### config.mk
export PLATFORM = sky130hd
export DESIGN_NAME = bit_field_packer_lsb_first_flat
export DESIGN_NICKNAME = d
export VERILOG_FILES = /design/src/rtl/core/bfp_pkg.sv /design/src/rtl/core/bfp_ifs.sv /design/src/rtl/core/bit_field_packer_lsb_first.sv /design/src/flat_wrapper.sv
export SDC_FILE = /design/constraint.sdc
export NUM_CORES = 1
export LEC_CHECK = 0
export BUFFER_PORTS_ARGS = -buffer_cell sky130_fd_sc_hd__buf_4
export CAP_MARGIN = 20
export CELL_PAD_IN_SITES_DETAIL_PLACEMENT = 1
export CELL_PAD_IN_SITES_GLOBAL_PLACEMENT = 2
export CORE_UTILIZATION = 30
export CTS_CLUSTER_DIAMETER = 30
export DETAILED_ROUTE_END_ITERATION = 12
export PLACE_DENSITY = 0.77
export SLEW_MARGIN = 20
export SYNTH_ARGS = -nofsm -noshare
export SYNTH_HDL_FRONTEND = slang
export SYNTH_SLANG_ARGS = --single-unit
### constraint.sdc
create_clock -name clk -period 10.01 [get_ports clk]
set_input_delay 3.003 -clock clk [delete_from_list [all_inputs] [get_ports clk]]
set_output_delay 3.003 -clock clk [all_outputs]
set_load 0.01 [all_outputs]
### src/rtl/core/bfp_pkg.sv
// Shared widths and types of the LSB-first bit-field packer.
`default_nettype none
package bfp_pkg;

  localparam int ValueBits = 32;
  localparam int WidthBits = 6;
  localparam int AddrBits  = 16;
  localparam int CapBits   = 16;
  localparam int PosBits   = 19;
  localparam int PendBits  = 7;
  localparam int MaxBytes  = 4;

  typedef logic [7:0] byte_t;

  // Results of one input word, handed to the output serializer.
  typedef struct packed {
    logic                        has_bytes;
    logic                        ovf;
    logic [1:0]                  last_idx;
    logic [AddrBits-1:0]         base;
    byte_t [MaxBytes-1:0]        bytes;
  } grp_t;

endpackage
`default_nettype wire

### src/rtl/core/bfp_ifs.sv
// Channel interfaces of the bit-field packer: config, input item, result.
`default_nettype none
interface bfp_cfg_if;
  import bfp_pkg::*;
  logic               valid;
  logic               ready;
  logic [CapBits-1:0] data;
  modport source (output valid, output data, input ready);
  modport sink (input valid, input data, output ready);
endinterface

interface bfp_item_if;
  import bfp_pkg::*;
  logic                 valid;
  logic                 ready;
  logic                 kind;
  logic [ValueBits-1:0] field_value;
  logic [WidthBits-1:0] field_width;
  modport source (output valid, output kind, output field_value, output field_width,
                  input ready);
  modport sink (input valid, input kind, input field_value, input field_width,
                output ready);
endinterface

interface bfp_result_if;
  import bfp_pkg::*;
  logic                valid;
  logic                ready;
  logic                byte_valid;
  logic [7:0]          data_byte;
  logic [AddrBits-1:0] byte_address;
  logic                overflow;
  logic                last;
  modport source (output valid, output byte_valid, output data_byte, output byte_address,
                  output overflow, output last, input ready);
  modport sink (input valid, input byte_valid, input data_byte, input byte_address,
                input overflow, input last, output ready);
endinterface
`default_nettype wire

### src/rtl/core/bit_field_packer_lsb_first.sv
// LSB-first bit-field packer: appends 0..32-bit fields to a byte stream.
// Each accepted input word loads a result register, and its results are
// emitted one per cycle while result.ready is high: a write gives one result
// per completed byte (1 to 4 results), or one with byte_valid low if no byte
// completes; a finalize or a dropped write gives one result. The output port
// moving one result a cycle sets the rate; a new word is accepted in the same
// cycle that the last result of the previous one is taken. Writes that would
// pass capacity_bytes*8 bits are dropped and set the sticky overflow flag,
// which a finalize reports and clears along with the bit position.
`default_nettype none
module bit_field_packer_lsb_first #(
  parameter int MAX_FIELD_BITS = 32,
  parameter int ADDR_BITS      = 16
) (
  input  logic         clk,
  input  logic         rst,
  bfp_cfg_if.sink      cfg,
  bfp_item_if.sink     item,
  bfp_result_if.source result
);
  import bfp_pkg::*;

  localparam int WidthLimitInt = (MAX_FIELD_BITS < 32) ? MAX_FIELD_BITS : 32;
  localparam logic [WidthBits-1:0] WidthLimit = WidthBits'(WidthLimitInt);
  localparam logic [AddrBits-1:0] AddrMask =
    (ADDR_BITS >= AddrBits) ? {AddrBits{1'b1}} : AddrBits'((1 << ADDR_BITS) - 1);

  logic [CapBits-1:0]  capacity;
  logic [PosBits-1:0]  bits_written;
  logic [PendBits-1:0] pending;
  logic                overflow_seen;
  grp_t                grp;
  logic                grp_valid;
  logic [1:0]          idx;

  logic [PosBits-1:0]  bits_written_next;
  logic [PendBits-1:0] pending_next;
  logic                overflow_next;
  grp_t                grp_next;

  logic [2:0]           r;
  logic [WidthBits-1:0] width_sat;
  logic [PosBits:0]     sum;
  logic                 no_room;
  logic [ValueBits-1:0] masked;
  logic [39:0]          acc;
  logic [39:0]          acc_rest;
  logic [6:0]           total;
  logic [2:0]           n;
  logic                 at_last;
  logic                 take;
  logic                 pop;

  assign r         = bits_written[2:0];
  assign width_sat = (item.field_width > WidthLimit) ? WidthLimit : item.field_width;
  assign sum       = {1'b0, bits_written} + (PosBits + 1)'(width_sat);
  assign no_room   = sum > {1'b0, capacity, 3'b000};
  assign masked    = item.field_value & ~({ValueBits{1'b1}} << width_sat);
  assign acc       = ({8'b0, masked} << r) | {33'b0, pending};
  assign total     = 7'(r) + 7'(width_sat);
  assign n         = total[5:3];
  assign acc_rest  = acc >> {n, 3'b000};

  always_comb begin
    bits_written_next  = bits_written;
    pending_next       = pending;
    overflow_next      = overflow_seen;
    grp_next.has_bytes = 1'b0;
    grp_next.ovf       = overflow_seen;
    grp_next.last_idx  = 2'd0;
    grp_next.base      = bits_written[PosBits-1:3];
    grp_next.bytes     = acc[31:0];
    if (item.kind) begin
      grp_next.has_bytes = (r != 3'd0);
      grp_next.bytes     = {25'b0, pending};
      bits_written_next  = '0;
      pending_next       = '0;
      overflow_next      = 1'b0;
    end else if (no_room) begin
      grp_next.ovf  = 1'b1;
      overflow_next = 1'b1;
    end else begin
      grp_next.has_bytes = (n != 3'd0);
      grp_next.last_idx  = (n == 3'd0) ? 2'd0 : 2'(n - 3'd1);
      bits_written_next  = sum[PosBits-1:0];
      pending_next       = acc_rest[PendBits-1:0];
    end
  end

  assign at_last    = (idx == grp.last_idx);
  assign pop        = result.valid && result.ready;
  assign item.ready = !grp_valid || (result.ready && at_last);
  assign take       = item.valid && item.ready;
  assign cfg.ready  = 1'b1;

  always_ff @(posedge clk) begin
    if (rst) begin
      capacity      <= {CapBits{1'b1}};
      bits_written  <= '0;
      pending       <= '0;
      overflow_seen <= 1'b0;
      grp_valid     <= 1'b0;
      idx           <= 2'd0;
    end else begin
      if (cfg.valid && cfg.ready) begin
        capacity <= cfg.data;
      end
      if (take) begin
        bits_written  <= bits_written_next;
        pending       <= pending_next;
        overflow_seen <= overflow_next;
        grp_valid     <= 1'b1;
        idx           <= 2'd0;
      end else if (pop) begin
        if (at_last) begin
          grp_valid <= 1'b0;
        end else begin
          idx <= idx + 2'd1;
        end
      end
    end
  end

  always_ff @(posedge clk) begin
    if (take) begin
      grp <= grp_next;
    end
  end

  assign result.valid        = grp_valid;
  assign result.byte_valid   = grp.has_bytes;
  assign result.data_byte    = grp.has_bytes ? grp.bytes[idx] : 8'd0;
  assign result.byte_address = grp.has_bytes ? ((grp.base + AddrBits'(idx)) & AddrMask)
                                             : '0;
  assign result.overflow     = grp.ovf;
  assign result.last         = at_last;

endmodule
`default_nettype wire
### src/flat_wrapper.sv
// flat-port wrapper written by rule: the top's interface ports become plain ports
module bit_field_packer_lsb_first_flat import bfp_pkg::*;
#(
  parameter int MAX_FIELD_BITS = 32,
  parameter int ADDR_BITS      = 16
)
  (clk, rst, cfg_valid, cfg_data, cfg_ready, item_valid, item_kind, item_field_value, item_field_width, item_ready, result_valid, result_byte_valid, result_data_byte, result_byte_address, result_overflow, result_last, result_ready);
  bfp_cfg_if cfg_i ();
  bfp_item_if item_i ();
  bfp_result_if result_i ();
  input  logic clk;
  input  logic rst;
  input wire logic [$bits(cfg_i.valid)-1:0] cfg_valid;
  input wire logic [$bits(cfg_i.data)-1:0] cfg_data;
  output wire logic [$bits(cfg_i.ready)-1:0] cfg_ready;
  input wire logic [$bits(item_i.valid)-1:0] item_valid;
  input wire logic [$bits(item_i.kind)-1:0] item_kind;
  input wire logic [$bits(item_i.field_value)-1:0] item_field_value;
  input wire logic [$bits(item_i.field_width)-1:0] item_field_width;
  output wire logic [$bits(item_i.ready)-1:0] item_ready;
  output wire logic [$bits(result_i.valid)-1:0] result_valid;
  output wire logic [$bits(result_i.byte_valid)-1:0] result_byte_valid;
  output wire logic [$bits(result_i.data_byte)-1:0] result_data_byte;
  output wire logic [$bits(result_i.byte_address)-1:0] result_byte_address;
  output wire logic [$bits(result_i.overflow)-1:0] result_overflow;
  output wire logic [$bits(result_i.last)-1:0] result_last;
  input wire logic [$bits(result_i.ready)-1:0] result_ready;
  assign cfg_i.valid = cfg_valid;
  assign cfg_i.data = cfg_data;
  assign cfg_ready = cfg_i.ready;
  assign item_i.valid = item_valid;
  assign item_i.kind = item_kind;
  assign item_i.field_value = item_field_value;
  assign item_i.field_width = item_field_width;
  assign item_ready = item_i.ready;
  assign result_valid = result_i.valid;
  assign result_byte_valid = result_i.byte_valid;
  assign result_data_byte = result_i.data_byte;
  assign result_byte_address = result_i.byte_address;
  assign result_overflow = result_i.overflow;
  assign result_last = result_i.last;
  assign result_i.ready = result_ready;
  bit_field_packer_lsb_first #(.MAX_FIELD_BITS(MAX_FIELD_BITS), .ADDR_BITS(ADDR_BITS)) u_core (.clk(clk), .rst(rst), .cfg(cfg_i), .item(item_i), .result(result_i));
endmodule
# Word-level counts from Yosys, hierarchy flattened
# Index checks and enable logic that the tools add are counted.
[word_totals] regBits=98 in_bits=60 out_inout_bits=30 elab_cells=67
[op_classes] add_sub_neg=5 n_lt_le_gt_ge=3 n_eq_ne=2 n_shift=3 n_mux=20 n_bitwise=4 n_reduce_logical=15
[ops] operator="$or 40x7->40" count=1
[ops] operator="$shl 32x3->40" count=1
[ops] operator="$shr 40x6->7" count=1
[ops] operator="$mux 19" count=2
[ops] operator="$and 32x32->32" count=1
[ops] operator="$not 32->32" count=1
[ops] operator="$shl 32x6->32 const A" count=1
[ops] operator="$mux 7" count=3
[ops] operator="$add 19x6->20" count=1
[ops] operator="$gt 20x19->1" count=1
[ops] operator="$add 16x2->16" count=1
[ops] operator="$bmux 8 s2" count=1
[ops] operator="$mux 16" count=1
[ops] operator="$mux 8" count=2
[ops] operator="$mux 1" count=7
[ops] operator="$add 3x6->6" count=1
[ops] operator="$gt 6x6->1 const B" count=1
[ops] operator="$mux 6" count=1
[ops] operator="$reduce_and 2->1" count=3
[ops] operator="$reduce_bool 3->1" count=2
[ops] operator="$mux 2" count=2
[ops] operator="$reduce_bool 2->1" count=2
[ops] operator="$logic_and 1x1->1" count=3
[ops] operator="$logic_not 3->1" count=1
[ops] operator="11 further kinds" count=11

# Depth between registers and ports, before layout
[logic_depth] ltp_word=10 mapped_depth=23 mapped_depth_nobuf=18

# Worst setup path after synthesis
# OpenSTA, ideal clock, no wires.
[synth_timing] path_kind="input to register" from="in item_field_width[5]" to="reg u_core.pending[0]" setup_time_ps=83 t_arrival_ps=7029 required_time_ps=9927 path_slack_ps=2898 stages=22 path_buffers=5 cell_sequence="buf_6 > buf_2 > buf_2 > nor2b_1 > ha_1 > fa_1 > a31oi_1 > nand3_1 > a31oi_1 > nor2_2 > nand3_1 > xnor2_1 > ha_1 > and4_1 > a2111oi_0 > o21ai_0 > a32oi_1 > buf_2 > o21a_2 > buf_2 > o2111ai_1 > o211ai_1"
[synth_via] elab_chain_len=10 elab_cells_between_ends=15 classes_between="add/sub (2); order compare (2); eq/ne (1); shift (3); mux (3); bitwise (3); reduce/logical (1)"
[synth_rtl] element="start: declaration" line_no="flat_wrapper.sv:19" text="input wire logic [$bits(item_i.field_width)-1:0] item_field_width;"
[synth_rtl] element="$gt 6x6->1" line_no="bit_field_packer_lsb_first.sv:55" text="assign width_sat = (item.field_width > WidthLimit) ? WidthLimit : item.field_width;"
[synth_rtl] element="$mux 6 (*)" line_no="bit_field_packer_lsb_first.sv:55"
[synth_rtl] element="$shl 32x6->32" line_no="bit_field_packer_lsb_first.sv:58" text="assign masked = item.field_value & ~({ValueBits{1'b1}} << width_sat);"
[synth_rtl] element="$not 32->32" line_no="bit_field_packer_lsb_first.sv:58"
[synth_rtl] element="$and 32x32->32" line_no="bit_field_packer_lsb_first.sv:58"
[synth_rtl] element="$shl 32x3->40" line_no="bit_field_packer_lsb_first.sv:59" text="assign acc = ({8'b0, masked} << r) | {33'b0, pending};"
[synth_rtl] element="$or 40x7->40" line_no="bit_field_packer_lsb_first.sv:59"
[synth_rtl] element="$shr 40x6->7" line_no="bit_field_packer_lsb_first.sv:62" text="assign acc_rest = acc >> {n, 3'b000};"
[synth_rtl] element="$mux 7" line_no="bit_field_packer_lsb_first.sv:79" text="end else if (no_room) begin"
[synth_rtl] element="$mux 7" line_no="bit_field_packer_lsb_first.sv:73" text="if (item.kind) begin"
[synth_rtl] element="end signal: assignment" line_no="bit_field_packer_lsb_first.sv:110" text="pending <= pending_next;"
[synth_rtl] element="end: declaration" line_no="bit_field_packer_lsb_first.sv:30" text="logic [PendBits-1:0] pending;"
# Every way passes the cells marked *; elsewhere a longest branch is shown, timed or not. The select of a mux whose other input is x is not followed.
# A chain may end at the register's enable or synchronous reset.

# Final worst setup path
[layout_timing] from="in item_field_width[5]" to="reg u_core.pending[6]"
# Same word-level chain as after synthesis.

==> flow_summary_export.csv <==
group,metric,value,unit
logic_synthesis,ys_seq_area_frac,0.3466,
grt,grt_pass1_vias,6212,
floorplan,fp.dieW,156.5,microns
power_and_ir_drop,p_leak,3.302,nW
worst_setup_path,cp_slowest_cell,"a32oi_1",
logic_synthesis,synth_area,7162,sq um
logic_synthesis,synth_top_cell_by_area,"edfxtp_1",
routing,final_antenna_net_count,0,
floorplan,dieArea,24500,sq um
clock_network,cts_root_buf,"clkbuf_16",
worst_setup_path,critPathMaxStageDelay,770,ps
grt,grt_overflow,0,
routing,routedWlPerCell,18.48,microns
clock_network,post-cts-setup-buffers,0,
worst_setup_path,worstPathMaxFanout,37,
placement,io_buffer_count,88,
logic_synthesis,synth_nets,919,
finish,fin_nets,961,
finish,fillCellCount,2799,
power_and_ir_drop,p_seq_frac,0.457,
worst_setup_path,critical_path_arrival,8230,ps
placement,place.gp.congestion,0.8301,
power_and_ir_drop,swShare,0.2983,
timing,fin_crit_sh,0.7929,
worst_setup_path,start_kind,"primary input",
worst_setup_path,crit_chain,"buf_4 > nor2b_1 > ha_1 > fa_1 > a31oi_1 > nand3_1 > a31oi_1 > nor2_2 > nand3_1 > xnor2_1 > ha_1 > nand4_1 > nor3_1 > a2111oi_0 > o21ai_0 > a32oi_1 > o21ai_1 > buf_4 > or4_1 > nand3_1",
worst_setup_path,worstSetupPathType,"primary input to flop",
logic_synthesis,synth_top_area_share,0.2180,
floorplan,fp.coreArea,23470,sq um
logic_synthesis,synth.distinct_cells,78,
grt,use_met1,0.2799,
finish,multi_input_area,4278,sq um
routing,drc,1,
grt,grt_antenna_before_repair,0,
clock_network,clock_sinks,98,
power_and_ir_drop,power_frac_comb,0.214,
grt,busiest_layer,"met2",
outcome,status,"finished, violations left",
clock_network,clock_latency,350,ps
logic_synthesis,ys_top_cells_by_count,"87 x nand2_1, 68 x nor2_1, 52 x edfxtp_1",
timing,worstMarginPinSlew,1030,ps
logic_synthesis,postSynthAreaPerCell,8.598,sq um
timing,fmax,126.0,MHz
logic_synthesis,ys.flop_type,"edfxtp_1",
timing,rsz0062_at_grt,"no",
hold_path,holdCritPathClass,"flop to flop",
routing,viasPerCell,5.359,
worst_setup_path,required,10300,ps
placement,hpwlAfterDp,16.95,mm
finish,fin_util,0.3532,
routing,vias,6425,
timing,hold_violations,0,
grt,grtUsageMet2,0.2802,
routing,wl,22.16,mm
timing,finClkSkew,13.51,ps
clock_network,path_clk_slew,70,ps
clock_network,ctsResizeCount,0,
timing,setup_viol,0,
timing,slew_headroom,0.3040,
routing,drt-initial-drc-count,375,
grt,grt_use_total,0.1858,
logic_synthesis,synthesis.instances,833,
floorplan,row_count,56,
clock_network,numCtsBuffers,9,
logic_synthesis,async_flop_share,0,
power_and_ir_drop,max-vdd-ir-drop,0.06746,mV
finish,drive_gt1_frac,0.1784,
power_and_ir_drop,pwr-share-clk,0.329,
timing,slew_viol_final,0,
logic_synthesis,synth_area_leaders,"edfxtp_1 22%, dfxtp_1 13%, nand2_1 4.6%",
finish,regArea,2484,sq um
worst_setup_path,crit_path_frequent_cell,"nand3_1",
clock_network,cts_tree,"yes",
power_and_ir_drop,p_switching,0.3015,mW
power_and_ir_drop,intPower,0.7093,mW
outcome,violations,"design-rule violations",
routing,first_pass_iters,9,
grt,use_met3,0.02326,
clock_network,cts-hold-fix-buffers,0,
floorplan,io_pins,90,
floorplan,initial_core_util,0.3051,
grt,grt_pass1_wl,35.53,mm
power_and_ir_drop,p_per_area,121.9,nW/um^2
clock_network,cts-htree-levels,3,
logic_synthesis,post-synth-top-count-cell,"nand2_1",
logic_synthesis,yosys_register_bits,98,
worst_setup_path,worstSetupEndpointType,"flop",
floorplan,die_y,156.5,microns
timing,fin_tns_setup,0,ps
finish,area_delta_synth_final,15.76,%
clock_network,clockBufferDepth,2,
grt,grt_max_degree,55,
logic_synthesis,synth_edf_count,52,
run,drv_cap,0,
finish,antenna_cells,0,
timing,finalCriticalPeriod,7937,ps
logic_synthesis,yosys_warnings,0,
-- state kept, by name (all words and copies together) (netlist names) --
signal and count:
u_core.bits_written 19, u_core.result.byte_valid 1, u_core.grp 50, u_core.pending 7
u_core.result.valid 1, u_core.overflow_seen 1, u_core.result.overflow 1, u_core.capacity 16
u_core.idx 2
-- layer usage --
layer	wire, microns	up-vias	share of wire
li1	-	3160	-
met2	9413	161	0.42
met3	964	14	0.044
met1	11550	3090	0.52
met5	0	-	0
met4	235	0	0.011
-- layout make-up --
cell class	count	share of cell area
Clock buffer	9	0.02717
Clock inverter	7	0.007697
Inverter	34	0.01539
Multi-Input combinational cell	637	0.5160
Sequential cell	98	0.2996
Tap cell	319	0.04814
Timing Repair Buffer	95	0.08602
-- metrics by stage --
step / total power [mW] / instance area, sq um / cells / hold slack [ps] / worst slack, ps
after CTS: 1.021 / 8290 / 1199 / 499.1 / 2081
after floorplan: 0.6054 / 7162 / 833 / 402.9 / 2898
after global placement: 0.6854 / 8001 / 1183 / 480.8 / 1951
after detailed placement: 0.6881 / 8001 / 1183 / 487.7 / 1737
final: 1.011 / 8290 / 1199 / 491.8 / 2073
after global routing: 1.057 / 8290 / 1199 / 513.4 / 1700
-- power by group through the flow --
stage | Combinational (mW) | Clock, mW | Sequential [mW]
6_report | 0.216 | 0.332 | 0.462
2_1_floorplan | 0.140 | 0 | 0.465
4_1_cts | 0.217 | 0.341 | 0.463
3_5_place_dp | 0.216 | 0 | 0.472
5_1_grt | 0.239 | 0.354 | 0.465
3_3_place_gp | 0.215 | 0 | 0.471
-- logic make-up (layout without fill, tap and decap cells) --
family / after synthesis / count (layout) / share of synthesized area
and+or+nand+nor: 305 / 305 / 0.2058
AOI/OAI and AO/OA: 226 / 226 / 0.2170
DFF: 98 / 98 / 0.3466
buffers and inverters: 98 / 145 / 0.05608
muxes: 45 / 45 / 0.08438
xor gates and xnor gates: 32 / 32 / 0.03913
adders and majority gates: 28 / 28 / 0.05049
other: 1 / 1 / 0.0005236
-- layout by cell type (no fill, tap or decap), types with 7 or more instances in the layout --
cell	instances
buf_4	95
nand2_1	87
nor2_1	68
edfxtp_1	52
dfxtp_1	45
o21ai_0	42
nand3_1	38
a21oi_1	38
and2_1	34
inv_1	28
nor3_1	25
ha_1	24
xnor2_1	23
mux2i_1	21
o211ai_1	21
a211oi_1	17
mux2_2	13
nand4_1	13
a21o_1	12
a31oi_1	11
mux4_2	11
xor2_1	9
o22ai_1	9
clkbuf_16	9
or3_1	7
-- path summary, 6_finish.rpt --
| path | start | endpoint | slack [ps] | depth (start not counted) |
|---|---|---|---|---|
| max | item_field_width[5] | u_core.pending[6] | 2070 | 20 |
| min | u_core.capacity[14] | u_core.capacity[14] | 490 | 2 |
| max reg2reg | u_core.bits_written[0] | u_core.pending[6] | 4810 | 18 |
| min reg2reg | u_core.capacity[14] | u_core.capacity[14] | 490 | 2 |
-- critical path: cells and delay by family --
family,cells,cell delay (ps)
AOI/OAI and AO/OA,6,2140
adders and majority gates,3,950
and+or+nand+nor,8,1390
buffers and inverters,2,570
xor gates and xnor gates,1,150
Power figures use the tool's default switching activity.
